### config.mk
export PLATFORM = sky130hd
export DESIGN_NAME = refcounted_id_allocator
export DESIGN_NICKNAME = d
export VERILOG_FILES = /design/src/hdl/rca_pkg.sv /design/src/hdl/refcounted_id_allocator.sv /design/src/hdl/rca_cell.sv
export SDC_FILE = /design/constraint.sdc
export NUM_CORES = 2
export LEC_CHECK = 0
export BUFFER_PORTS_ARGS = -buffer_cell sky130_fd_sc_hd__buf_2
export CAP_MARGIN = 20
export CORE_MARGIN = 10
export CORE_UTILIZATION = 40
export CTS_CLUSTER_DIAMETER = 150
export DETAILED_ROUTE_END_ITERATION = 7
export GPL_TIMING_DRIVEN = 0
export PLACE_DENSITY_LB_ADDON = 0.15
export SLEW_MARGIN = 20
export SYNTH_ARGS = -nofsm -noshare
export SYNTH_HDL_FRONTEND = slang
export SYNTH_HIERARCHICAL = 1
export SYNTH_SLANG_ARGS = --single-unit
### constraint.sdc
create_clock -name clk_i -period 30.5 [get_ports clk_i]
set_input_delay 6.1 -clock clk_i [delete_from_list [all_inputs] [get_ports clk_i]]
set_output_delay 6.1 -clock clk_i [all_outputs]
set_load 0.005 [all_outputs]
### src/hdl/rca_pkg.sv
// shared types and codes of the reference-counted id allocator
package rca_pkg;

  localparam int unsigned IdW    = 11;
  localparam int unsigned CountW = 16;
  localparam int unsigned KindW  = 3;
  localparam int unsigned StatW  = 2;

  localparam logic [KindW-1:0] KIND_ALLOC  = 3'd0;
  localparam logic [KindW-1:0] KIND_INC    = 3'd1;
  localparam logic [KindW-1:0] KIND_DEC    = 3'd2;
  localparam logic [KindW-1:0] KIND_RENAME = 3'd3;
  localparam logic [KindW-1:0] KIND_LOOKUP = 3'd4;

  localparam logic [StatW-1:0] STAT_OK      = 2'd0;
  localparam logic [StatW-1:0] STAT_FULL    = 2'd1;
  localparam logic [StatW-1:0] STAT_MISSING = 2'd2;
  localparam logic [StatW-1:0] STAT_IN_USE  = 2'd3;

  typedef enum logic [2:0] {
    CELL_NOP,
    CELL_LATCH,
    CELL_ALLOC,
    CELL_SET_CNT,
    CELL_CLEAR,
    CELL_RENAME
  } cell_op_e;

  typedef struct packed {
    cell_op_e          op;
    logic [IdW-1:0]    id;
    logic [CountW-1:0] count;
  } cell_cmd_t;

endpackage

### src/hdl/refcounted_id_allocator.sv
// Reference-counted id allocator: a row of TABLE_ENTRIES slot cells searched by a
// broadcast key, with a free-slot chain running from slot 0 upward. One request is
// handled at a time. Increment, decrement and lookup pass the search, execute and done
// states; replace does the same, its execute state searching for the new id.
// Allocate tries candidate ids one after another (LFSR step, reciprocal multiply,
// remainder, table search), up to 65535 candidates; a full table skips to done.
// The result register frees the input side while a result waits on the output.
module refcounted_id_allocator #(
  parameter int unsigned MAX_ID_VALUE  = 1024,
  parameter int unsigned TABLE_ENTRIES = 64
) (
  input  logic        clk_i,
  input  logic        rst_ni,
  input  logic        s_axis_tvalid_i,
  output logic        s_axis_tready_o,
  // kind[2:0], target_id[13:3], renamed_id[24:14], initial_count[40:25], zero fill
  input  logic [47:0] s_axis_tdata_i,
  output logic        m_axis_tvalid_o,
  input  logic        m_axis_tready_i,
  // status[1:0], result_id[12:2], found[13], ref_count[29:14], zero fill
  output logic [31:0] m_axis_tdata_o,
  input  logic        psel_i,
  input  logic        penable_i,
  input  logic        pwrite_i,
  input  logic [2:0]  paddr_i,
  input  logic [31:0] pwdata_i,
  output logic [31:0] prdata_o,
  output logic        pready_o
);
  import rca_pkg::*;

  localparam int unsigned UsedW = $clog2(TABLE_ENTRIES + 1);
  localparam logic [31:0] Recip = 32'((64'd1 << 32) / MAX_ID_VALUE);
  localparam logic [15:0] MaxId = 16'(MAX_ID_VALUE);
  localparam logic [16:0] UsedLimit = 17'(MAX_ID_VALUE - 1);

  typedef enum logic [7:0] {
    ST_IDLE   = 8'b0000_0001,
    ST_SEARCH = 8'b0000_0010,
    ST_EXEC   = 8'b0000_0100,
    ST_STEP   = 8'b0000_1000,
    ST_MUL    = 8'b0001_0000,
    ST_SUB    = 8'b0010_0000,
    ST_CHECK  = 8'b0100_0000,
    ST_DONE   = 8'b1000_0000
  } state_e;

  state_e            state_q;
  logic [15:0]       seed_q, lfsr_q, tries_q;
  logic [UsedW-1:0]  used_q;
  logic [KindW-1:0]  kind_q;
  logic [IdW-1:0]    tid_q, nid_q;
  logic [CountW-1:0] icnt_q, cnt_q;
  logic              hit_q;
  logic [47:0]       prod_q;
  logic [16:0]       rem_q;
  logic [StatW-1:0]  res_status_q;
  logic [IdW-1:0]    res_id_q;
  logic              res_found_q;
  logic [CountW-1:0] res_cnt_q;
  logic              out_valid_q;
  logic [31:0]       out_data_q;

  logic [IdW-1:0]     key;
  cell_cmd_t          cmd;
  logic [TABLE_ENTRIES:0] free_chain;
  logic [TABLE_ENTRIES-1:0] match_vec;
  logic [CountW-1:0]  cnt_vec [TABLE_ENTRIES];
  logic               any_hit;
  logic [CountW-1:0]  hit_cnt;
  logic [15:0]        rem_fix;
  logic [IdW-1:0]     cand;
  logic               full;
  logic               cfg_wr;
  logic [15:0]        lfsr_next;

  assign free_chain[0] = 1'b0;

  for (genvar g = 0; g < TABLE_ENTRIES; g++) begin : g_cell
    rca_cell u_cell (
      .clk_i      (clk_i),
      .rst_ni     (rst_ni),
      .key_i      (key),
      .cmd_i      (cmd),
      .free_seen_i(free_chain[g]),
      .free_seen_o(free_chain[g+1]),
      .match_o    (match_vec[g]),
      .count_o    (cnt_vec[g])
    );
  end

  always_comb begin
    hit_cnt = '0;
    for (int i = 0; i < TABLE_ENTRIES; i++) hit_cnt = hit_cnt | cnt_vec[i];
  end
  assign any_hit = |match_vec;

  // remainder after the reciprocal estimate is below twice the modulus
  assign rem_fix = (rem_q >= {1'b0, MaxId}) ? 16'(rem_q - {1'b0, MaxId}) : rem_q[15:0];
  assign cand    = IdW'(rem_fix + 16'd1);
  assign full    = !free_chain[TABLE_ENTRIES] || (17'(used_q) >= UsedLimit);
  assign lfsr_next = {lfsr_q[0] ^ lfsr_q[2] ^ lfsr_q[3] ^ lfsr_q[5], lfsr_q[15:1]};

  assign cfg_wr   = psel_i && penable_i && pwrite_i && (paddr_i[2] == 1'b0);
  assign pready_o = 1'b1;
  assign prdata_o = (paddr_i[2] == 1'b0) ? {16'd0, seed_q} : 32'd0;

  assign s_axis_tready_o = (state_q == ST_IDLE);
  assign m_axis_tvalid_o = out_valid_q;
  assign m_axis_tdata_o  = out_data_q;

  always_comb begin
    key       = tid_q;
    cmd.op    = CELL_NOP;
    cmd.id    = nid_q;
    cmd.count = icnt_q;
    unique case (state_q)
      ST_SEARCH: cmd.op = CELL_LATCH;
      ST_EXEC: begin
        key = nid_q;
        if (hit_q) begin
          case (kind_q)
            KIND_INC: begin
              cmd.op    = CELL_SET_CNT;
              cmd.count = (cnt_q == '1) ? cnt_q : cnt_q + 1'b1;
            end
            KIND_DEC: begin
              cmd.op    = (cnt_q <= 16'd1) ? CELL_CLEAR : CELL_SET_CNT;
              cmd.count = cnt_q - 1'b1;
            end
            KIND_RENAME: if (nid_q != tid_q && !any_hit) cmd.op = CELL_RENAME;
            default: ;
          endcase
        end
      end
      ST_CHECK: begin
        key = cand;
        cmd.id = cand;
        if (!any_hit) cmd.op = CELL_ALLOC;
      end
      default: ;
    endcase
  end

  always_ff @(posedge clk_i or negedge rst_ni) begin
    if (!rst_ni) begin
      state_q     <= ST_IDLE;
      seed_q      <= 16'd1;
      lfsr_q      <= 16'd1;
      used_q      <= '0;
      out_valid_q <= 1'b0;
    end else begin
      if (out_valid_q && m_axis_tready_i && state_q != ST_DONE) out_valid_q <= 1'b0;
      if (cfg_wr) begin
        seed_q <= pwdata_i[15:0];
        lfsr_q <= (pwdata_i[15:0] == 16'd0) ? 16'd1 : pwdata_i[15:0];
      end
      unique case (state_q)
        ST_IDLE: if (s_axis_tvalid_i) state_q <= ST_SEARCH;
        ST_SEARCH: begin
          if (kind_q == KIND_ALLOC) state_q <= full ? ST_DONE : ST_STEP;
          else state_q <= ST_EXEC;
        end
        ST_EXEC: begin
          if (hit_q && kind_q == KIND_DEC && cnt_q <= 16'd1) used_q <= used_q - 1'b1;
          state_q <= ST_DONE;
        end
        ST_STEP: begin
          lfsr_q  <= lfsr_next;
          state_q <= ST_MUL;
        end
        ST_MUL: state_q <= ST_SUB;
        ST_SUB: state_q <= ST_CHECK;
        ST_CHECK: begin
          if (!any_hit) begin
            used_q  <= used_q + 1'b1;
            state_q <= ST_DONE;
          end else if (tries_q == 16'hFFFE) begin
            state_q <= ST_DONE;
          end else begin
            state_q <= ST_STEP;
          end
        end
        ST_DONE: begin
          if (!out_valid_q || m_axis_tready_i) begin
            out_valid_q <= 1'b1;
            state_q     <= ST_IDLE;
          end
        end
        default: state_q <= ST_IDLE;
      endcase
    end
  end

  // payload registers
  always_ff @(posedge clk_i) begin
    unique case (state_q)
      ST_IDLE: begin
        kind_q <= s_axis_tdata_i[2:0];
        tid_q  <= s_axis_tdata_i[13:3];
        nid_q  <= s_axis_tdata_i[24:14];
        icnt_q <= s_axis_tdata_i[40:25];
      end
      ST_SEARCH: begin
        hit_q   <= any_hit;
        cnt_q   <= hit_cnt;
        tries_q <= '0;
        res_status_q <= STAT_FULL;
        res_id_q     <= '0;
        res_found_q  <= 1'b0;
        res_cnt_q    <= '0;
      end
      ST_EXEC: begin
        res_id_q    <= tid_q;
        res_found_q <= hit_q;
        res_cnt_q   <= '0;
        if (!hit_q) begin
          res_status_q <= STAT_MISSING;
        end else begin
          res_status_q <= STAT_OK;
          case (kind_q)
            KIND_INC: res_cnt_q <= (cnt_q == '1) ? cnt_q : cnt_q + 1'b1;
            KIND_DEC: res_cnt_q <= (cnt_q <= 16'd1) ? '0 : cnt_q - 1'b1;
            KIND_RENAME: begin
              res_cnt_q <= cnt_q;
              if (nid_q != tid_q && any_hit) res_status_q <= STAT_IN_USE;
            end
            default: res_cnt_q <= cnt_q;
          endcase
        end
      end
      ST_MUL: prod_q <= 48'(lfsr_q) * 48'(Recip);
      ST_SUB: rem_q <= {1'b0, lfsr_q} - 17'(prod_q[47:32] * MaxId);
      ST_CHECK: begin
        tries_q <= tries_q + 1'b1;
        if (!any_hit) begin
          res_status_q <= STAT_OK;
          res_id_q     <= cand;
          res_cnt_q    <= icnt_q;
        end
      end
      ST_DONE: begin
        if (!out_valid_q || m_axis_tready_i) begin
          out_data_q <= {2'b00, res_cnt_q, res_found_q, res_id_q, res_status_q};
        end
      end
      default: ;
    endcase
  end

endmodule

### src/hdl/rca_cell.sv
// one table slot: id, count, valid and selection flag, with the free-slot chain
module rca_cell (
  input  logic                       clk_i,
  input  logic                       rst_ni,
  input  logic [rca_pkg::IdW-1:0]    key_i,
  input  rca_pkg::cell_cmd_t         cmd_i,
  input  logic                       free_seen_i,
  output logic                       free_seen_o,
  output logic                       match_o,
  output logic [rca_pkg::CountW-1:0] count_o
);
  import rca_pkg::*;

  logic              valid_q;
  logic              sel_q;
  logic [IdW-1:0]    id_q;
  logic [CountW-1:0] cnt_q;
  logic              first_free;

  assign match_o     = valid_q && (id_q == key_i);
  assign count_o     = match_o ? cnt_q : '0;
  assign first_free  = !valid_q && !free_seen_i;
  assign free_seen_o = free_seen_i || !valid_q;

  always_ff @(posedge clk_i or negedge rst_ni) begin
    if (!rst_ni) begin
      valid_q <= 1'b0;
      sel_q   <= 1'b0;
    end else begin
      case (cmd_i.op)
        CELL_LATCH: sel_q <= match_o;
        CELL_ALLOC: if (first_free) valid_q <= 1'b1;
        CELL_CLEAR: if (sel_q) valid_q <= 1'b0;
        default: ;
      endcase
    end
  end

  always_ff @(posedge clk_i) begin
    case (cmd_i.op)
      CELL_ALLOC: begin
        if (first_free) begin
          id_q  <= cmd_i.id;
          cnt_q <= cmd_i.count;
        end
      end
      CELL_SET_CNT: if (sel_q) cnt_q <= cmd_i.count;
      CELL_RENAME:  if (sel_q) id_q <= cmd_i.id;
      default: ;
    endcase
  end

endmodule

==> key figures <==
Status
  – Status: completed

Power and ir drop
  – Power, Total: 0.00800 W
  – Power Density: ~76 nW/µm²
  – Worst VDD drop: 0.0000537 V
  – Leak: between 30 and 40 nW

Drt
  – ANT nets after route: 0
  – Avg WL per Cell: about 25 µm
  – Number of remaining DRC errors: 0
  – Vias per cell: between 5 and 6
  – TritonRoute pass-1 iters: 5
  – Final WL: between 200000 and 250000 µm
  – DR vias: ~52000
  – Iter 0 DRT Violations: 4288

Die
  – Die width: about 490 µm
  – Core Footprint: around 220000 µm²
  – Die Span Y: 492 µm
  – Initial Utilization: 0.401
  – Die area: 242000 µm²
  – Io pins: 157
  – Rows: between 150 and 200

Finish
  – Commonest non-fill, non-tap cell in the layout: edfxtp_1
  – Layout cells sized above 1: 0.312
  – Syn-to-layout area delta: 18.9%
  – Layout Nets: approximately 6700
  – Most frequent cells in the layout: 1885 x edfxtp_1, 1024 x and2_2, 722 x xnor2_1, 287 x nor4_1, 266 x nand4_1
  – Design area: around 110000 µm²

Global route
  – GRT Util Overall: 0.196
  – First-pass GRT wire length: 354000 µm
  – Overflow after GRT: 0
  – Largest net degree at the start of global routing: 66
  – Vias in the first global route: around 51000
  – Initial antenna violation count: 27

Critical path
  – Crit Path Class: reg -> reg
  – Worst setup SP type: register
  – Critical path data required time: between 30 and 40 ns
  – Max incr delay on CP: 0.60 ns
  – Worst path slowest cell: a21oi_4
  – Worst Path Max Fanout: 16
  – Critical path origin: g_cell[0].u_cell/valid_q
  – Crit end category: register
  – R2r startpoint: g_cell[0].u_cell/valid_q
  – Most used cell, CP: nand2b_1
  – WP data arrival: 17.76 ns

Place
  – DP Area: 98800 µm²
  – HPWL Detailed: between 150000 and 200000 µm
  – Post-place setup slack: 13.23 ns
  – PortBufs: 112
  – Placer Congestion: 0.810

Timing
  – Final worst setup slack: 13.21 ns
  – Setup violators final: 0
  – Slew HR: 0.292
  – Setup TNS: 0 ns
  – Hold Vio Cnt, Final: 0
  – Final Max Tran Viols: 0
  – Final period util: 0.567
  – Worst-Margin Slew: ~1.1 ns
  – Fin Hold WS: 0.416 ns
  – Top achievable clock speed: approximately 58 MHz
  – Unrepaired setup endpoints after global routing: no
  – Tmin final: about 17 ns
  – Max Clock Skew: approximately 0.033 ns

Clocking
  – Clk slew on worst S/H paths: 0.06 ns
  – CTS tree: done
  – Clk_lat worst skew: 0.84 ns
  – H-tree depth: 4
  – CTS Root Cell: clkbuf_16
  – CTS Hold Buffers Added: 0
  – Clock Path Buffers: 3
  – CTS resizes: 0
  – Post-CTS setup buffers: 0
  – Clock Sinks: a little over 2000
  – CTS buffer count: around 220

Synthesis
  – Library cells used by synthesis: a little over 70
  – Number of synthesized flops with an enable pin: 1885
  – #FFs+latches synth: just over 2000
  – Mean area per synthesized cell: 14.9 µm²
  – Synth Flop Type: edfxtp_1
  – Synthesis Warnings: 6
  – Gate Count Post-Synth: ~6000
  – Mapped Area: just under 90000 µm²
  – Sequential share of the synthesized area: 0.684
  – Synth async-reset ratio: 0.0823

Job
  – MaxCap Viol Count: 0

Min path
  – Min-delay src: res_status_q[0]
  – HP Class: reg -> reg
[worst max-delay path, delay by kind of cell, from the launching register on]
family           cells  cell delay, ns
flip-flops           1            0.52
AND/OR/NAND/NOR     64           15.73
AO/OA/AOI/OAI        1            0.60
[cell type report]
| class | count | area, µm² |
|---|---|---|
| inverters | 88 | 330 |
| repair buffers | 334 | 4470 |
| multi-input cells | 3727 | 28300 |
| well taps | 2975 | 3720 |
| diodes | 2 | 5.00 |
| plain buffers | 128 | 1060 |
| clock inverters | 95 | 699 |
| fillers | 19075 | 116000 |
| clock buffers | 319 | 6300 |
| flip-flops and latches | 2054 | 60800 |
[per-stage QoR]
step / cells / utilization
finish: 9722 / 0.477
global placement: 9084 / 0.421
global route: 9721 / 0.477
floorplan: 5997 / -
detailed placement: 9306 / 0.446
CTS: 9720 / 0.477
[cell usage after synthesis (5+ instances only)]
cell | number | share of area
nand3b_1 | 5 | 0.00042
inv_1 | 88 | 0.0037
nand4_1 | 266 | 0.019
edfxtp_1 | 1885 | 0.64
mux2_2 | 79 | 0.010
nor3_4 | 64 | 0.012
a221o_1 | 23 | 0.0026
and3_1 | 19 | 0.0013
or4_1 | 16 | 0.0014
ha_1 | 13 | 0.0018
nor2_1 | 64 | 0.0027
a21oi_1 | 90 | 0.0051
nand2_1 | 248 | 0.010
o211ai_1 | 5 | 0.00042
buf_2 | 10 | 0.00056
xor2_1 | 36 | 0.0035
nor3_1 | 150 | 0.0084
mux2i_1 | 8 | 0.00090
nor2b_1 | 23 | 0.0016
nor4_1 | 288 | 0.020
clkbuf_1 | 32 | 0.0014
buf_6 | 66 | 0.0084
o32ai_1 | 64 | 0.0063
a21o_1 | 24 | 0.0020
o21ai_0 | 163 | 0.0092
o22ai_1 | 5 | 0.00035
a221oi_1 | 5 | 0.00049
buf_4 | 20 | 0.0017
dfrtp_1 | 166 | 0.047
or3_1 | 68 | 0.0048
nand3_1 | 22 | 0.0012
nor3b_1 | 6 | 0.00051
and4_1 | 6 | 0.00059
and2_2 | 1024 | 0.086
xnor2_1 | 722 | 0.071
nand2b_1 | 132 | 0.0093
[flip-flops by register name, indices dropped and copies added, names as in the netlist, 3 cells and up]
name,count
nid_q,11
res_cnt_q,16
kind_q,3
rem_q,17
prod_q,6
tid_q,11
m_axis_tdata_o,30
tries_q,16
g_cell.u_cell/cnt_q,1024
icnt_q,16
state_q,8
g_cell.u_cell/sel_q,64
cnt_q,16
res_id_q,11
g_cell.u_cell/id_q,704
g_cell.u_cell/valid_q,64
lfsr_q,16
seed_q,16
[cells by family (layout without fill, tap and decap cells)]
| family | Yosys count | in the layout | synth area share |
|---|---|---|---|
| fa+ha+maj | 14 | 14 | 0.00205 |
| xor+xnor | 758 | 758 | 0.0746 |
| compound gates | 426 | 426 | 0.0309 |
| mux | 87 | 87 | 0.0109 |
| flops | 2054 | 2054 | 0.684 |
| simple gates | 2420 | 2420 | 0.182 |
| buf+inv | 216 | 964 | 0.0157 |
| other cells | 2 | 24 | 0.0000844 |
[power by group]
| part | leakage [nW] | internal, W | switching [W] |
|---|---|---|---|
| clock network | 3.45 | 0.00149 | 0.00109 |
| registers | 18.9 | 0.00342 | 0.0000506 |
| logic | 13.3 | 0.000672 | 0.00127 |
| total | 35.6 | 0.00559 | 0.00241 |
[metal layers]
| layer | track usage | part of all wire | vias to the layer above |
|---|---|---|---|
| met5 | 0 | 0.000054 | - |
| met4 | 0.0434 | 0.019 | 2 |
| met3 | 0.0312 | 0.058 | 287 |
| met2 | 0.320 | 0.47 | 1370 |
| met1 | 0.276 | 0.45 | 26506 |
| li1 | - | - | 23384 |
[worst paths after layout]
kind | end | slack [ns] | depth (start not counted)
min in group asynchronous | g_cell[11].u_cell/valid_q | 5.26 | 2
setup reg to reg | g_cell[63].u_cell/cnt_q[7] | 13.21 | 65
max in group asynchronous | seed_q[0] | 24.40 | 3
setup / recovery | g_cell[63].u_cell/cnt_q[7] | 13.21 | 65
hold / removal | m_axis_tdata_o[0] | 0.42 | 0
hold reg to reg | m_axis_tdata_o[0] | 0.42 | 0
Note: power is estimated with default switching activity, not from simulation.
